`src/rtl/core/vtep_pkg.sv`:
```
// ----------------------------------------------------------------------------
// vtep_pkg
// Shared constants, result codes and controller/datapath interface types of
// the terminal escape parser with UTF-8 front end.
// ----------------------------------------------------------------------------
`default_nettype none

package vtep_pkg;

    // Sizing
    localparam int MAX_PARAMS = 32;
    localparam int MAX_INTER  = 8;
    localparam int PIDX_W     = $clog2(MAX_PARAMS);
    localparam int PCNT_W     = 6;
    localparam int ICNT_W     = 4;
    localparam int PWORD_W    = 16;

    // Limits and special characters
    localparam logic [23:0] PAYLOAD_CAP = 24'd10485760;
    localparam logic [14:0] PARAM_MAX   = 15'd16384;
    localparam logic [20:0] CP_REPLACE  = 21'h00FFFD;
    localparam logic [20:0] CP_MAX      = 21'h10FFFF;
    localparam logic [20:0] CH_ESC      = 21'h1B;
    localparam logic [20:0] CH_CAN      = 21'h18;
    localparam logic [20:0] CH_SUB      = 21'h1A;
    localparam logic [20:0] CH_BEL      = 21'h07;
    localparam logic [20:0] CH_ST       = 21'h9C;
    localparam logic [20:0] CH_DEL      = 21'h7F;

    // Result actions
    localparam logic [3:0] ACT_PRINT    = 4'd0;
    localparam logic [3:0] ACT_EXECUTE  = 4'd1;
    localparam logic [3:0] ACT_ESC_DISP = 4'd2;
    localparam logic [3:0] ACT_CSI_HDR  = 4'd3;
    localparam logic [3:0] ACT_CSI_PAR  = 4'd4;
    localparam logic [3:0] ACT_OSC_BYTE = 4'd5;
    localparam logic [3:0] ACT_DCS_BYTE = 4'd6;
    localparam logic [3:0] ACT_APC_BYTE = 4'd7;
    localparam logic [3:0] ACT_OSC_END  = 4'd8;
    localparam logic [3:0] ACT_DCS_END  = 4'd9;
    localparam logic [3:0] ACT_APC_END  = 4'd10;

    // One result item
    typedef struct packed {
        logic [3:0]        action;
        logic [20:0]       code_point;
        logic [6:0]        final_byte;
        logic [63:0]       inter_bytes;
        logic [ICNT_W-1:0] inter_count;
        logic [PCNT_W-1:0] param_count;
        logic [14:0]       param_value;
        logic              param_is_sub;
    } res_t;

    // Controller to datapath
    typedef struct packed {
        logic accept;
        logic proc;
        logic sel_b;
        logic res_to_pend;
        logic res_to_out;
        logic pend_to_out;
        logic out_last;
        logic par_start;
        logic par_adv;
        logic in_par;
    } cmd_t;

    // Datapath to controller
    typedef struct packed {
        logic dec_has_a;
        logic cpb_vld;
        logic res_vld;
        logic disp_par;
        logic pend_vld;
        logic out_free;
        logic data_ok;
        logic idx_last;
    } sts_t;

endpackage

`default_nettype wire

```
`src/rtl/core/vtep_ram.sv`:
```
// ----------------------------------------------------------------------------
// vtep_ram
// Generic single-write, single-read RAM with registered read data.
// ----------------------------------------------------------------------------
`default_nettype none

module vtep_ram #(
    parameter int WIDTH = 16,
    parameter int DEPTH = 32
) (
    input  wire logic                     aclk,
    input  wire logic                     wr_en,
    input  wire logic [$clog2(DEPTH)-1:0] wr_addr,
    input  wire logic [WIDTH-1:0]         wr_data,
    input  wire logic [$clog2(DEPTH)-1:0] rd_addr,
    output logic      [WIDTH-1:0]         rd_data
);

    logic [WIDTH-1:0] mem [DEPTH];

    // Write port and registered read port
    always_ff @(posedge aclk) begin
        if (wr_en) begin
            mem[wr_addr] <= wr_data;
        end
        rd_data <= mem[rd_addr];
    end

endmodule

`default_nettype wire

```
`src/rtl/core/vtep_ctrl.sv`:
```
// ----------------------------------------------------------------------------
// vtep_ctrl
// Sequencer: accepts one byte, runs up to two codepoints through the
// datapath, streams CSI parameters and orders result transactions.
// ----------------------------------------------------------------------------
`default_nettype none

module vtep_ctrl (
    input  wire logic           aclk,
    input  wire logic           aresetn,
    input  wire logic           s_tvalid,
    output logic                s_tready,
    input  wire vtep_pkg::sts_t sts,
    output vtep_pkg::cmd_t      cmd
);

    typedef enum logic [4:0] {
        S_IDLE   = 5'b00001,
        S_PROC_A = 5'b00010,
        S_PROC_B = 5'b00100,
        S_PARAM  = 5'b01000,
        S_FLUSH  = 5'b10000
    } state_t;

    state_t state_reg, state_next;
    logic   r_b, d_b;

    assign s_tready = (state_reg == S_IDLE);
    assign r_b      = sts.cpb_vld & sts.res_vld;
    assign d_b      = sts.cpb_vld & sts.disp_par;

    // Decode next state and commands
    always_comb begin
        state_next = state_reg;
        cmd        = '0;
        unique case (state_reg)
            S_IDLE: begin
                if (s_tvalid) begin
                    cmd.accept = 1'b1;
                    state_next = sts.dec_has_a ? S_PROC_A : S_PROC_B;
                end
            end
            S_PROC_A: begin
                cmd.proc        = 1'b1;
                cmd.res_to_pend = sts.res_vld;
                state_next      = S_PROC_B;
            end
            S_PROC_B: begin
                cmd.sel_b = 1'b1;
                if (d_b) begin
                    if (!sts.pend_vld || sts.out_free) begin
                        cmd.proc        = 1'b1;
                        cmd.pend_to_out = sts.pend_vld;
                        cmd.res_to_pend = 1'b1;
                        cmd.par_start   = 1'b1;
                        state_next      = S_PARAM;
                    end
                end else if (sts.pend_vld) begin
                    if (sts.out_free) begin
                        cmd.proc        = sts.cpb_vld;
                        cmd.pend_to_out = 1'b1;
                        cmd.out_last    = !r_b;
                        cmd.res_to_pend = r_b;
                        state_next      = r_b ? S_FLUSH : S_IDLE;
                    end
                end else if (r_b) begin
                    if (sts.out_free) begin
                        cmd.proc       = 1'b1;
                        cmd.res_to_out = 1'b1;
                        state_next     = S_IDLE;
                    end
                end else begin
                    cmd.proc   = sts.cpb_vld;
                    state_next = S_IDLE;
                end
            end
            S_PARAM: begin
                cmd.in_par = 1'b1;
                if (sts.data_ok && sts.out_free) begin
                    cmd.pend_to_out = 1'b1;
                    cmd.par_adv     = 1'b1;
                    if (sts.idx_last) begin
                        state_next = S_FLUSH;
                    end
                end
            end
            S_FLUSH: begin
                if (sts.out_free) begin
                    cmd.pend_to_out = 1'b1;
                    cmd.out_last    = 1'b1;
                    state_next      = S_IDLE;
                end
            end
            default: begin
                state_next = S_IDLE;
            end
        endcase
    end

    // Hold state
    always_ff @(posedge aclk) begin
        if (!aresetn) begin
            state_reg <= S_IDLE;
        end else begin
            state_reg <= state_next;
        end
    end

endmodule

`default_nettype wire

```
`src/rtl/core/vtep_dp.sv`:
```
// ----------------------------------------------------------------------------
// vtep_dp
// Datapath: UTF-8 decoder, escape parser state, parameter store, pending
// result and output register.
// ----------------------------------------------------------------------------
`default_nettype none

module vtep_dp (
    input  wire logic           aclk,
    input  wire logic           aresetn,
    input  wire logic [7:0]     in_byte,
    input  wire vtep_pkg::cmd_t cmd,
    input  wire logic           out_ready,
    output vtep_pkg::sts_t      sts,
    output vtep_pkg::res_t      out_res,
    output logic                out_vld,
    output logic                out_last
);

    typedef enum logic [9:0] {
        M_GROUND    = 10'b0000000001,
        M_ESC       = 10'b0000000010,
        M_ESC_INT   = 10'b0000000100,
        M_CSI_ENTRY = 10'b0000001000,
        M_CSI_PARAM = 10'b0000010000,
        M_CSI_INT   = 10'b0000100000,
        M_OSC       = 10'b0001000000,
        M_DCS       = 10'b0010000000,
        M_APC       = 10'b0100000000,
        M_IGNORE    = 10'b1000000000
    } mode_t;

    // UTF-8 decoder state
    logic [1:0]  u_pend_reg, u_pend_next;
    logic [2:0]  u_len_reg, u_len_next;
    logic [20:0] u_acc_reg, u_acc_next;
    logic [20:0] cpa_reg, cpa_next, cpb_reg, cpb_next;
    logic        cpb_vld_reg, cpb_vld_next;
    logic        has_a;

    // Parser state
    mode_t                        mode_reg, mode_next;
    logic [63:0]                  inter_reg, inter_next;
    logic [vtep_pkg::ICNT_W-1:0]  ifill_reg, ifill_next;
    logic [vtep_pkg::PCNT_W-1:0]  pfill_reg, pfill_next;
    logic [14:0]                  cur_reg, cur_next;
    logic                         pres_reg, pres_next;
    logic                         sub_reg, sub_next;
    logic [23:0]                  pcnt_reg, pcnt_next;

    // Result staging
    vtep_pkg::res_t               pend_reg, out_reg, res, par_res;
    logic                         pend_vld_reg, out_vld_reg, out_last_reg;
    logic                         res_vld, disp_par;
    logic [vtep_pkg::PIDX_W-1:0]  idx_reg, rd_addr;
    logic                         data_ok_reg;
    logic [vtep_pkg::PWORD_W-1:0] rd_data, wr_data;
    logic [vtep_pkg::PIDX_W-1:0]  wr_addr;
    logic                         wr_en;
    logic                         out_free;

    // Process-step locals
    logic [20:0] ch;
    logic        is_str, run_param, do_add, do_push, push_sub, do_esc, do_csi;
    logic        do_end, do_exec, do_print, do_pay;
    logic [14:0] push_val;
    logic [17:0] prod;
    logic [2:0]  need;
    logic [24:0] pay_sum;
    logic [3:0]  pay_act, end_act;

    // Decode the incoming byte into up to two codepoints
    always_comb begin
        logic [20:0] acc;
        logic        ok;
        logic        fresh;
        acc          = {u_acc_reg[14:0], in_byte[5:0]};
        ok           = 1'b1;
        fresh        = 1'b1;
        u_pend_next  = u_pend_reg;
        u_len_next   = u_len_reg;
        u_acc_next   = u_acc_reg;
        cpa_next     = vtep_pkg::CP_REPLACE;
        cpb_next     = vtep_pkg::CP_REPLACE;
        cpb_vld_next = 1'b0;
        has_a        = 1'b0;
        if (u_pend_reg != 2'd0) begin
            if (in_byte[7:6] == 2'b10) begin
                fresh       = 1'b0;
                u_acc_next  = acc;
                u_pend_next = u_pend_reg - 2'd1;
                if (acc < 21'h80) begin
                    ok = 1'b0;
                end else if (acc < 21'h800 && u_len_reg >= 3'd3) begin
                    ok = 1'b0;
                end else if (acc < 21'h10000 && u_len_reg >= 3'd4) begin
                    ok = 1'b0;
                end else if (acc >= 21'hD800 && acc <= 21'hDFFF) begin
                    ok = 1'b0;
                end else if (acc > vtep_pkg::CP_MAX) begin
                    ok = 1'b0;
                end
                if (u_pend_reg == 2'd1) begin
                    cpb_vld_next = 1'b1;
                    cpb_next     = ok ? acc : vtep_pkg::CP_REPLACE;
                end
            end else begin
                u_pend_next = 2'd0;
                has_a       = 1'b1;
            end
        end
        if (fresh) begin
            if (!in_byte[7]) begin
                cpb_vld_next = 1'b1;
                cpb_next     = {13'd0, in_byte};
            end else if (in_byte[7:5] == 3'b110) begin
                u_acc_next  = {16'd0, in_byte[4:0]};
                u_pend_next = 2'd1;
                u_len_next  = 3'd2;
            end else if (in_byte[7:4] == 4'b1110) begin
                u_acc_next  = {17'd0, in_byte[3:0]};
                u_pend_next = 2'd2;
                u_len_next  = 3'd3;
            end else if (in_byte[7:3] == 5'b11110) begin
                u_acc_next  = {18'd0, in_byte[2:0]};
                u_pend_next = 2'd3;
                u_len_next  = 3'd4;
            end else begin
                cpb_vld_next = 1'b1;
            end
        end
    end

    // Run one codepoint through the escape state machine
    always_comb begin
        ch         = cmd.sel_b ? cpb_reg : cpa_reg;
        is_str     = (mode_reg == M_OSC) || (mode_reg == M_DCS) || (mode_reg == M_APC);
        mode_next  = mode_reg;
        inter_next = inter_reg;
        ifill_next = ifill_reg;
        pfill_next = pfill_reg;
        cur_next   = cur_reg;
        pres_next  = pres_reg;
        sub_next   = sub_reg;
        pcnt_next  = pcnt_reg;
        run_param  = 1'b0;
        do_add     = 1'b0;
        do_push    = 1'b0;
        push_val   = '0;
        push_sub   = 1'b0;
        do_esc     = 1'b0;
        do_csi     = 1'b0;
        do_end     = 1'b0;
        do_exec    = 1'b0;
        do_print   = 1'b0;
        do_pay     = 1'b0;
        prod       = '0;
        wr_en      = 1'b0;
        wr_addr    = pfill_reg[vtep_pkg::PIDX_W-1:0];
        wr_data    = '0;
        res        = '0;
        res_vld    = 1'b0;
        disp_par   = 1'b0;

        unique case (mode_reg)
            M_OSC:   begin end_act = vtep_pkg::ACT_OSC_END; pay_act = vtep_pkg::ACT_OSC_BYTE; end
            M_DCS:   begin end_act = vtep_pkg::ACT_DCS_END; pay_act = vtep_pkg::ACT_DCS_BYTE; end
            default: begin end_act = vtep_pkg::ACT_APC_END; pay_act = vtep_pkg::ACT_APC_BYTE; end
        endcase

        if (ch < 21'h80) begin
            need = 3'd1;
        end else if (ch < 21'h800) begin
            need = 3'd2;
        end else if (ch < 21'h10000) begin
            need = 3'd3;
        end else begin
            need = 3'd4;
        end
        pay_sum = {1'b0, pcnt_reg} + 25'(need);

        if (ch == vtep_pkg::CH_ESC) begin
            do_end     = is_str;
            mode_next  = M_ESC;
            inter_next = '0;
            ifill_next = '0;
        end else if (ch == vtep_pkg::CH_CAN || ch == vtep_pkg::CH_SUB) begin
            do_end    = is_str;
            mode_next = M_GROUND;
        end else begin
            unique case (mode_reg)
                M_GROUND: begin
                    if (ch < 21'h20) begin
                        do_exec = 1'b1;
                    end else if (ch != vtep_pkg::CH_DEL) begin
                        do_print = 1'b1;
                    end
                end
                M_ESC: begin
                    if (ch == 21'h5B) begin
                        pfill_next = '0;
                        cur_next   = '0;
                        pres_next  = 1'b0;
                        sub_next   = 1'b0;
                        inter_next = '0;
                        ifill_next = '0;
                        mode_next  = M_CSI_ENTRY;
                    end else if (ch == 21'h5D) begin
                        pcnt_next = '0;
                        mode_next = M_OSC;
                    end else if (ch >= 21'h20 && ch <= 21'h2F) begin
                        inter_next = '0;
                        ifill_next = '0;
                        do_add     = 1'b1;
                        mode_next  = M_ESC_INT;
                    end else if (ch == 21'h50) begin
                        pcnt_next = '0;
                        mode_next = M_DCS;
                    end else if (ch == 21'h5F) begin
                        pcnt_next = '0;
                        mode_next = M_APC;
                    end else if (ch == 21'h58 || ch == 21'h5E) begin
                        mode_next = M_IGNORE;
                    end else if (ch >= 21'h30 && ch <= 21'h7E) begin
                        do_esc = 1'b1;
                    end else if (ch < 21'h20) begin
                        do_exec = 1'b1;
                    end
                end
                M_ESC_INT: begin
                    if (ch >= 21'h20 && ch <= 21'h2F) begin
                        do_add = 1'b1;
                    end else if (ch >= 21'h30 && ch <= 21'h7E) begin
                        do_esc = 1'b1;
                    end else begin
                        mode_next = M_GROUND;
                    end
                end
                M_CSI_ENTRY: begin
                    pfill_next = '0;
                    cur_next   = '0;
                    pres_next  = 1'b0;
                    sub_next   = 1'b0;
                    inter_next = '0;
                    ifill_next = '0;
                    mode_next  = M_CSI_PARAM;
                    if (ch >= 21'h3C && ch <= 21'h3F) begin
                        do_add = 1'b1;
                    end else begin
                        run_param = 1'b1;
                    end
                end
                M_CSI_PARAM: begin
                    run_param = 1'b1;
                end
                M_CSI_INT: begin
                    if (ch >= 21'h20 && ch <= 21'h2F) begin
                        do_add = 1'b1;
                    end else if (ch >= 21'h40 && ch <= 21'h7E) begin
                        do_csi = 1'b1;
                    end else begin
                        mode_next = M_GROUND;
                    end
                end
                M_OSC, M_DCS, M_APC: begin
                    if (ch == vtep_pkg::CH_BEL || ch == vtep_pkg::CH_ST) begin
                        do_end    = 1'b1;
                        mode_next = M_GROUND;
                    end else begin
                        do_pay = 1'b1;
                    end
                end
                M_IGNORE: begin
                    if (ch == vtep_pkg::CH_BEL || ch == vtep_pkg::CH_ST) begin
                        mode_next = M_GROUND;
                    end
                end
                default: begin
                    mode_next = M_GROUND;
                end
            endcase
        end

        // Parameter characters
        if (run_param) begin
            if (ch >= 21'h30 && ch <= 21'h39) begin
                prod      = {cur_next, 3'b000} + {2'b00, cur_next, 1'b0} + 18'(ch[3:0]);
                cur_next  = (prod > 18'(vtep_pkg::PARAM_MAX)) ? vtep_pkg::PARAM_MAX
                                                             : prod[14:0];
                pres_next = 1'b1;
            end else if (ch == 21'h3B || ch == 21'h3A) begin
                do_push   = 1'b1;
                push_val  = pres_next ? cur_next : 15'd0;
                push_sub  = sub_next;
                cur_next  = '0;
                pres_next = 1'b0;
                sub_next  = (ch == 21'h3A);
            end else if (ch >= 21'h20 && ch <= 21'h2F) begin
                if (pres_next) begin
                    do_push   = 1'b1;
                    push_val  = cur_next;
                    push_sub  = sub_next;
                    cur_next  = '0;
                    pres_next = 1'b0;
                    sub_next  = 1'b0;
                end
                do_add    = 1'b1;
                mode_next = M_CSI_INT;
            end else if (ch >= 21'h40 && ch <= 21'h7E) begin
                do_push   = pres_next;
                push_val  = cur_next;
                push_sub  = sub_next;
                cur_next  = '0;
                pres_next = 1'b0;
                sub_next  = 1'b0;
                do_csi    = 1'b1;
            end else if (ch < 21'h20) begin
                do_exec = 1'b1;
            end else begin
                mode_next = M_GROUND;
            end
        end

        // Store a parameter, drop it when full
        if (do_push && pfill_next < vtep_pkg::PCNT_W'(vtep_pkg::MAX_PARAMS)) begin
            wr_en      = cmd.proc;
            wr_addr    = pfill_next[vtep_pkg::PIDX_W-1:0];
            wr_data    = {push_sub, push_val};
            pfill_next = pfill_next + 1'b1;
        end

        // Store an intermediate, drop it when full
        if (do_add && ifill_next < vtep_pkg::ICNT_W'(vtep_pkg::MAX_INTER)) begin
            inter_next[{ifill_next[2:0], 3'b000} +: 8] = ch[7:0];
            ifill_next = ifill_next + 1'b1;
        end

        // Form the result
        if (do_end) begin
            res.action = end_act;
            res_vld    = 1'b1;
            pcnt_next  = '0;
        end else if (do_exec) begin
            res.action     = vtep_pkg::ACT_EXECUTE;
            res.code_point = ch;
            res_vld        = 1'b1;
        end else if (do_print) begin
            res.action     = vtep_pkg::ACT_PRINT;
            res.code_point = ch;
            res_vld        = 1'b1;
        end else if (do_esc) begin
            res.action      = vtep_pkg::ACT_ESC_DISP;
            res.final_byte  = ch[6:0];
            res.inter_bytes = inter_next;
            res.inter_count = ifill_next;
            res_vld         = 1'b1;
            mode_next       = M_GROUND;
        end else if (do_csi) begin
            res.action      = vtep_pkg::ACT_CSI_HDR;
            res.final_byte  = ch[6:0];
            res.inter_bytes = inter_next;
            res.inter_count = ifill_next;
            res.param_count = pfill_next;
            res_vld         = 1'b1;
            disp_par        = (pfill_next != '0);
            mode_next       = M_GROUND;
        end else if (do_pay && pay_sum <= {1'b0, vtep_pkg::PAYLOAD_CAP}) begin
            res.action     = pay_act;
            res.code_point = ch;
            res_vld        = 1'b1;
            pcnt_next      = pay_sum[23:0];
        end
    end

    // Form a parameter result from the store read data
    always_comb begin
        par_res              = '0;
        par_res.action       = vtep_pkg::ACT_CSI_PAR;
        par_res.param_value  = rd_data[14:0];
        par_res.param_is_sub = rd_data[15];
    end

    vtep_ram #(
        .WIDTH (vtep_pkg::PWORD_W),
        .DEPTH (vtep_pkg::MAX_PARAMS)
    ) u_param_ram (
        .aclk    (aclk),
        .wr_en   (wr_en),
        .wr_addr (wr_addr),
        .wr_data (wr_data),
        .rd_addr (rd_addr),
        .rd_data (rd_data)
    );

    // Read the next parameter as soon as the current one moves on
    assign rd_addr  = cmd.par_adv ? idx_reg + 1'b1 : idx_reg;
    assign out_free = !out_vld_reg || out_ready;

    assign sts.dec_has_a = has_a;
    assign sts.cpb_vld   = cpb_vld_reg;
    assign sts.res_vld   = res_vld;
    assign sts.disp_par  = disp_par;
    assign sts.pend_vld  = pend_vld_reg;
    assign sts.out_free  = out_free;
    assign sts.data_ok   = data_ok_reg;
    assign sts.idx_last  = ({1'b0, idx_reg} == pfill_reg - 1'b1);

    assign out_res  = out_reg;
    assign out_vld  = out_vld_reg;
    assign out_last = out_last_reg;

    // Control state
    always_ff @(posedge aclk) begin
        if (!aresetn) begin
            u_pend_reg   <= '0;
            u_len_reg    <= '0;
            u_acc_reg    <= '0;
            cpb_vld_reg  <= 1'b0;
            mode_reg     <= M_GROUND;
            inter_reg    <= '0;
            ifill_reg    <= '0;
            pfill_reg    <= '0;
            cur_reg      <= '0;
            pres_reg     <= 1'b0;
            sub_reg      <= 1'b0;
            pcnt_reg     <= '0;
            pend_vld_reg <= 1'b0;
            out_vld_reg  <= 1'b0;
            data_ok_reg  <= 1'b0;
            idx_reg      <= '0;
        end else begin
            if (cmd.accept) begin
                u_pend_reg  <= u_pend_next;
                u_len_reg   <= u_len_next;
                u_acc_reg   <= u_acc_next;
                cpb_vld_reg <= cpb_vld_next;
            end
            if (cmd.proc) begin
                mode_reg  <= mode_next;
                inter_reg <= inter_next;
                ifill_reg <= ifill_next;
                pfill_reg <= pfill_next;
                cur_reg   <= cur_next;
                pres_reg  <= pres_next;
                sub_reg   <= sub_next;
                pcnt_reg  <= pcnt_next;
            end
            if (cmd.res_to_pend || cmd.par_adv) begin
                pend_vld_reg <= 1'b1;
            end else if (cmd.pend_to_out) begin
                pend_vld_reg <= 1'b0;
            end
            if (cmd.pend_to_out || cmd.res_to_out) begin
                out_vld_reg <= 1'b1;
            end else if (out_ready) begin
                out_vld_reg <= 1'b0;
            end
            data_ok_reg <= cmd.in_par;
            if (cmd.par_start) begin
                idx_reg <= '0;
            end else if (cmd.par_adv) begin
                idx_reg <= idx_reg + 1'b1;
            end
        end
    end

    // Payload registers
    always_ff @(posedge aclk) begin
        if (cmd.accept) begin
            cpa_reg <= cpa_next;
            cpb_reg <= cpb_next;
        end
        if (cmd.par_adv) begin
            pend_reg <= par_res;
        end else if (cmd.res_to_pend) begin
            pend_reg <= res;
        end
        if (cmd.pend_to_out) begin
            out_reg      <= pend_reg;
            out_last_reg <= cmd.out_last;
        end else if (cmd.res_to_out) begin
            out_reg      <= res;
            out_last_reg <= 1'b1;
        end
    end

endmodule

`default_nettype wire

```
`src/rtl/core/vt_escape_utf8_parser.sv`:
```
// ----------------------------------------------------------------------------
// vt_escape_utf8_parser
// Terminal byte stream parser: UTF-8 decode feeding a VT500-style escape
// state machine, with streamed CSI parameters and string payloads.
// ----------------------------------------------------------------------------
// Usage:
//  The s_ channel takes one raw byte per transaction. The m_ channel returns
//  zero or more results per byte; m_tlast marks the last result of a byte.
//  A byte that yields nothing produces no transaction.
//  Bytes are taken one at a time: a new byte is accepted only once all
//  results of the last one have reached m_. A replacement codepoint for a
//  broken UTF-8 sequence is run before the byte itself. A CSI dispatch
//  with parameters gives the header, a read of the parameter store (a RAM
//  with a registered read port), then one parameter result per cycle while
//  m_tready does not stall. Each result passes through the output register,
//  some by way of the pending register first, before it appears on m_.
//  Reset (aresetn low, synchronous) returns the parser to ground with empty
//  UTF-8, intermediate and parameter state; no result is pending.
//  A stalled m_tready holds the current result and the sequencer, so s_tready
//  stays low until the last result of the byte in flight has reached m_.
// ----------------------------------------------------------------------------
`default_nettype none

module vt_escape_utf8_parser (
    input  wire logic         aclk,
    input  wire logic         aresetn,
    input  wire logic         s_tvalid,
    output logic              s_tready,
    input  wire logic [7:0]   s_tdata,   // [7:0] in_byte
    output logic              m_tvalid,
    input  wire logic         m_tready,
    output logic [119:0]      m_tdata,   // [20:0] code_point, [27:21] final_byte,
                                         // [91:28] intermediate_bytes,
                                         // [95:92] intermediate_count,
                                         // [101:96] param_count,
                                         // [116:102] param_value,
                                         // [117] param_is_sub, [119:118] zero
    output logic [3:0]        m_tuser,   // [3:0] action
    output logic              m_tlast    // last_of_run
);

    vtep_pkg::cmd_t cmd;
    vtep_pkg::sts_t sts;
    vtep_pkg::res_t out_res;

    vtep_ctrl u_ctrl (
        .aclk     (aclk),
        .aresetn  (aresetn),
        .s_tvalid (s_tvalid),
        .s_tready (s_tready),
        .sts      (sts),
        .cmd      (cmd)
    );

    vtep_dp u_dp (
        .aclk      (aclk),
        .aresetn   (aresetn),
        .in_byte   (s_tdata),
        .cmd       (cmd),
        .out_ready (m_tready),
        .sts       (sts),
        .out_res   (out_res),
        .out_vld   (m_tvalid),
        .out_last  (m_tlast)
    );

    // Pack the result fields
    assign m_tuser = out_res.action;
    assign m_tdata = {2'b00, out_res.param_is_sub, out_res.param_value,
                      out_res.param_count, out_res.inter_count,
                      out_res.inter_bytes, out_res.final_byte,
                      out_res.code_point};

    // One byte in flight: acceptance always leaves the idle state
    a_single_item: assert property (@(posedge aclk) disable iff (!aresetn)
        s_tvalid && s_tready |=> !s_tready)
        else $error("byte accepted while another is in flight");

    // Only defined actions leave the block
    a_action_range: assert property (@(posedge aclk) disable iff (!aresetn)
        m_tvalid |-> m_tuser <= vtep_pkg::ACT_APC_END)
        else $error("undefined action code");

    // Parameter values stay clamped
    a_param_clamp: assert property (@(posedge aclk) disable iff (!aresetn)
        m_tvalid && m_tuser == vtep_pkg::ACT_CSI_PAR
            |-> m_tdata[116:102] <= vtep_pkg::PARAM_MAX)
        else $error("parameter above clamp");

endmodule

`default_nettype wire
```
`config.mk`:
```
export PLATFORM = sky130hd
export DESIGN_NAME = vt_escape_utf8_parser
export DESIGN_NICKNAME = d
export VERILOG_FILES = /design/src/rtl/core/vtep_pkg.sv /design/src/rtl/core/vtep_ram.sv /design/src/rtl/core/vtep_ctrl.sv /design/src/rtl/core/vtep_dp.sv /design/src/rtl/core/vt_escape_utf8_parser.sv
export SDC_FILE = /design/constraint.sdc
export NUM_CORES = 2
export LEC_CHECK = 0
export BUFFER_PORTS_ARGS = -buffer_cell sky130_fd_sc_hd__buf_2
export CORE_MARGIN = 1.5
export CORE_UTILIZATION = 56
export CTS_CLUSTER_DIAMETER = 80
export DETAILED_ROUTE_END_ITERATION = 7
export PLACE_DENSITY = 0.75
export SYNTH_ARGS = -nofsm -noshare
export SYNTH_HDL_FRONTEND = slang
export SYNTH_HIERARCHICAL = 1
export SYNTH_SLANG_ARGS = --single-unit
```
`constraint.sdc`:
```
create_clock -name aclk -period 7.35 [get_ports aclk]
set_input_delay 0.3675 -clock aclk [delete_from_list [all_inputs] [get_ports aclk]]
set_output_delay 0.3675 -clock aclk [all_outputs]
set_load 0.02 [all_outputs]
```
==> run_results.csv <==
group,metric,value,unit
outcome,outcome,"finished, final reports clean",
finish,fillers,5360,
hold_path,holdPathStages,3,
synth,ys_seq_area_share,63.04,%
sta,fmax,0.1450,GHz
pwr,ir_drop,215.8,uV
floorplanning,die_area,74720,um^2
global_routing,grt_max_degree,130,
synth,synth_most_common_cell,"edfxtp_1",
sta,slew_violations,0,
finish,area_delta_synth_final,11.26,%
place,gp_congestion,0.9438,
synth,synthArstFlopShare,0,%
worst_setup_path,critPathMaxFanout,16,
global_routing,grt_use_total,27.47,%
sta,final-setup-viol-count,0,
pwr,netSwitchingFraction,21.00,%
cts,cts.sinks,953,
worst_setup_path,cp-end-kind,"register",
finish,largest_reg_flops,512,
pwr,clockPowerShare,42.9,%
worst_setup_path,r2r_end,"u_dp/u_param_ram/mem[11][0]",
sta,relSlewSlack,20.62,%
worst_setup_path,reg2regPathDepth,24,
finish,nNetsFinal,3433,
place,pre_cts_ws,0.08726,ns
finish,seqCellArea,25800,um^2
global_routing,grt_antenna_before_repair,0,
floorplanning,start_util,56.97,%
drt,drtIter0Drc,3072,
synth,synth_edf_count,672,
floorplanning,row_count,98,
synth,synth-seq-cells,953,
pwr,powerDensity,232.8,nW/um^2
finish,design_area,45540,um^2
drt,viasPerCell,6.268,
floorplanning,die_h,273.4,um
finish,drive_gt1_share,13.04,%
floorplanning,ios,139,
pwr,seq_power_share,54.7,%
synth,synth_top_area_share,49.30,%
worst_setup_path,worstPathArrival,7.18,ns
pwr,p_leak,16.98,nW
cts,clock_latency,0.67,ns
drt,drt_first_pass_iters,7,
cts,cts-root-buf,"clkbuf_16",
floorplanning,fp.coreArea,71850,um^2
worst_setup_path,worstSetupPathType,"register to register",
sta,timing.final.ws_setup,0.4550,ns
sta,whs,0.07394,ns
sta,tightest_slew,1.182,ns
synth,syn_avg_cell_area,12.58,um^2
worst_setup_path,r2r_start,"u_ctrl/state_reg[0]",
job,cap_violations,0,
sta,fin_crit_sh,93.81,%
drt,vias,27580,
worst_setup_path,startpoint_type,"register",
sta,setup-tns-final,0,ns
sta,rsz0062_at_grt,"false",
global_routing,grt_pass1_vias,26560,
cts,clock_path_buffers,3,
cts,cts_setup_buffers,0,
worst_setup_path,path_delay_family,"simple AND/OR/NAND/NOR gates",
global_routing,grt_first_pass_wirelength,157.1,mm
synth,ys_warn_count,6,
hold_path,hold_end,"u_dp/u_acc_reg[4]",
global_routing,overflow,0,
hold_path,min_from,"s_tdata[4]",
sta,hold_violations,0,
synth,synth_area,40930,um^2
finish,diodes,0,
worst_setup_path,path_common_cell,"nand3_1",
synth,synth_top_flop_cell,"edfxtp_1",
place,dp_hpwl,66.98,mm
cts,cts_tree,"built",
synth,synthTopCellsByCount,"edfxtp_1, dfxtp_1, mux2i_1",
place,place_area,42530,um^2
drt,drc_errors,0,
cts,clk_pin_slew,0.06,ns
pwr,p_int,0.008375,W
drt,wl,103.7,mm
finish,multi_input_area,13900,um^2
worst_setup_path,cp.required,7.63,ns
worst_setup_path,slowest_stage,"nor2_2",
synth,synth_area_leaders,"edfxtp_1, dfxtp_1, mux2i_1",
drt,post_drt_wl_per_cell,23.57,um
cts,cts_htree_levels,3,
synth,synthCells,3253,
place,io_buffer_count,136,
cts,cts_buffers,95,
drt,ant_nets,0,
sta,finClkSkew,0.04399,ns
synth,synth_largest_area_cell,"edfxtp_1",
worst_setup_path,worstPathCellList,"nor2_1, nor4bb_4, nor4b_4, nand2_1, a31oi_1, ha_1, inv_1, fa_1, nor2b_2, o21ai_1, or3_1, nor3b_1, o21a_1, nand3_1, nand3_1, nor2_1, nand3_1, nor2b_1, o21ai_0, nand3_1, o21ai_2, and2_1, nand3_1, nor2_2",
pwr,combPwrFrac,2.4,%
sta,min_period,6.895,ns
worst_setup_path,crit_buf_inv,1,
floorplanning,die_w,273.4,um
synth,synthDistinctLibCells,107,
pwr,p_switching,0.002226,W
worst_setup_path,r2r_slack,0.45,ns
hold_path,hold_path_class,"input port to register",
worst_setup_path,max_stage_delay,0.79,ns
[layout make-up]
cell class / instances / share of cell area (%)
clock buffers: 131 / 5.676
clock inverters: 39 / 0.7583
inverters: 55 / 0.4616
multi-input cells: 2036 / 30.52
flip-flops and latches: 953 / 56.67
well taps: 950 / 2.610
repair buffers: 236 / 3.311
[worst max path at each step]
stage	startpoint	to	slack [ns]	depth (start not counted)
CTS	u_ctrl/state_reg[0]	u_dp/u_param_ram/mem[6][15]	0.02	24
detailed placement	u_ctrl/state_reg[0]	u_dp/u_param_ram/mem[31][12]	0.09	24
finish	u_ctrl/state_reg[0]	u_dp/u_param_ram/mem[11][0]	0.45	24
global placement	u_ctrl/state_reg[0]	u_dp/u_param_ram/mem[6][7]	0.21	24
global route	u_ctrl/state_reg[1]	u_dp/u_param_ram/mem[7][12]	0.03	24
floorplan	u_ctrl/state_reg[0]	u_dp/u_param_ram/mem[28][0]	0.01	32
[stage by stage]
stage	power [W]	cells	utilization [%]
3_3_place_gp	0.006146	4225	59.19
6_report	0.01060	4400	63.38
4_1_cts	0.01066	4399	63.33
5_1_grt	0.01091	4400	63.38
2_1_floorplan	0.006076	3254	-
3_5_place_dp	0.006157	4225	59.19
[timing repair]
| action | 4_1_cts | 5_1_grt |
|---|---|---|
| setup endpoints to repair | 0 | 151 |
| endpoints found under the hold margin | 4 | 0 |
| hold buffers | 4 | 0 |
| resized for setup | 0 | 6 |
[cells by family (layout without fill, tap and decap cells)]
logic type	after synthesis	count (layout)	synth area share (%)
AO/OA/AOI/OAI	725	725	12.52
XOR/XNOR	43	43	0.9201
adder cells (fa/ha/maj)	45	45	1.406
buffers and inverters	265	461	3.314
flip-flops	953	953	63.04
multiplexers	269	269	6.587
other	1	2	0.009162
AND/OR/NAND/NOR	952	952	12.20
[power by group through the flow]
stage / Combinational, W / Clock [W] / Sequential [W]
after global routing: 0.000282 / 0.00483 / 0.00580
final: 0.000258 / 0.00455 / 0.00580
after global placement: 0.000243 / 0 / 0.00590
after floorplan: 0.000193 / 0 / 0.00588
after detailed placement: 0.000250 / 0 / 0.00591
after CTS: 0.000254 / 0.00462 / 0.00579
[metal layers]
| metal | track usage, % | vias up | routed length (um) |
|---|---|---|---|
| li1 | - | 12550 | - |
| met1 | 36.15 | 13550 | 41330 |
| met2 | 46.24 | 1229 | 51150 |
| met3 | 3.088 | 247 | 6727 |
| met4 | 11.89 | 0 | 4491 |
| met5 | 0 | - | 0 |
[worst register-to-register path, delay by kind of cell, from the launching register on]
| kind | cells | cell delay, ns |
|---|---|---|
| adders and majority gates | 2 | 0.69 |
| AOI/OAI and AO/OA | 5 | 1.13 |
| DFF | 1 | 0.38 |
| and+or+nand+nor | 16 | 4.30 |
| buffers and inverters | 1 | 0.06 |
[cell usage in the layout (no fill, tap or decap), types with 24 or more instances in the layout]
master | synthesis | final
edfxtp_1 | 672 | 672
dfxtp_1 | 281 | 281
mux2i_1 | 266 | 266
nand2_1 | 236 | 236
nor2_1 | 191 | 183
a22o_1 | 164 | 164
a21oi_1 | 144 | 144
buf_2 | 38 | 136
o21ai_0 | 113 | 112
clkbuf_16 | 0 | 97
nand3_1 | 93 | 93
buf_4 | 30 | 90
and2_1 | 102 | 87
a22oi_1 | 76 | 76
nor3_1 | 54 | 54
inv_1 | 52 | 51
nand4_1 | 44 | 44
ha_1 | 42 | 42
a31oi_1 | 42 | 41
nor2b_1 | 37 | 34
clkbuf_1 | 121 | 31
nand2b_1 | 29 | 29
xnor2_1 | 27 | 27
and3_1 | 25 | 24
o31ai_1 | 24 | 24
(Power assumes the default switching activity.)
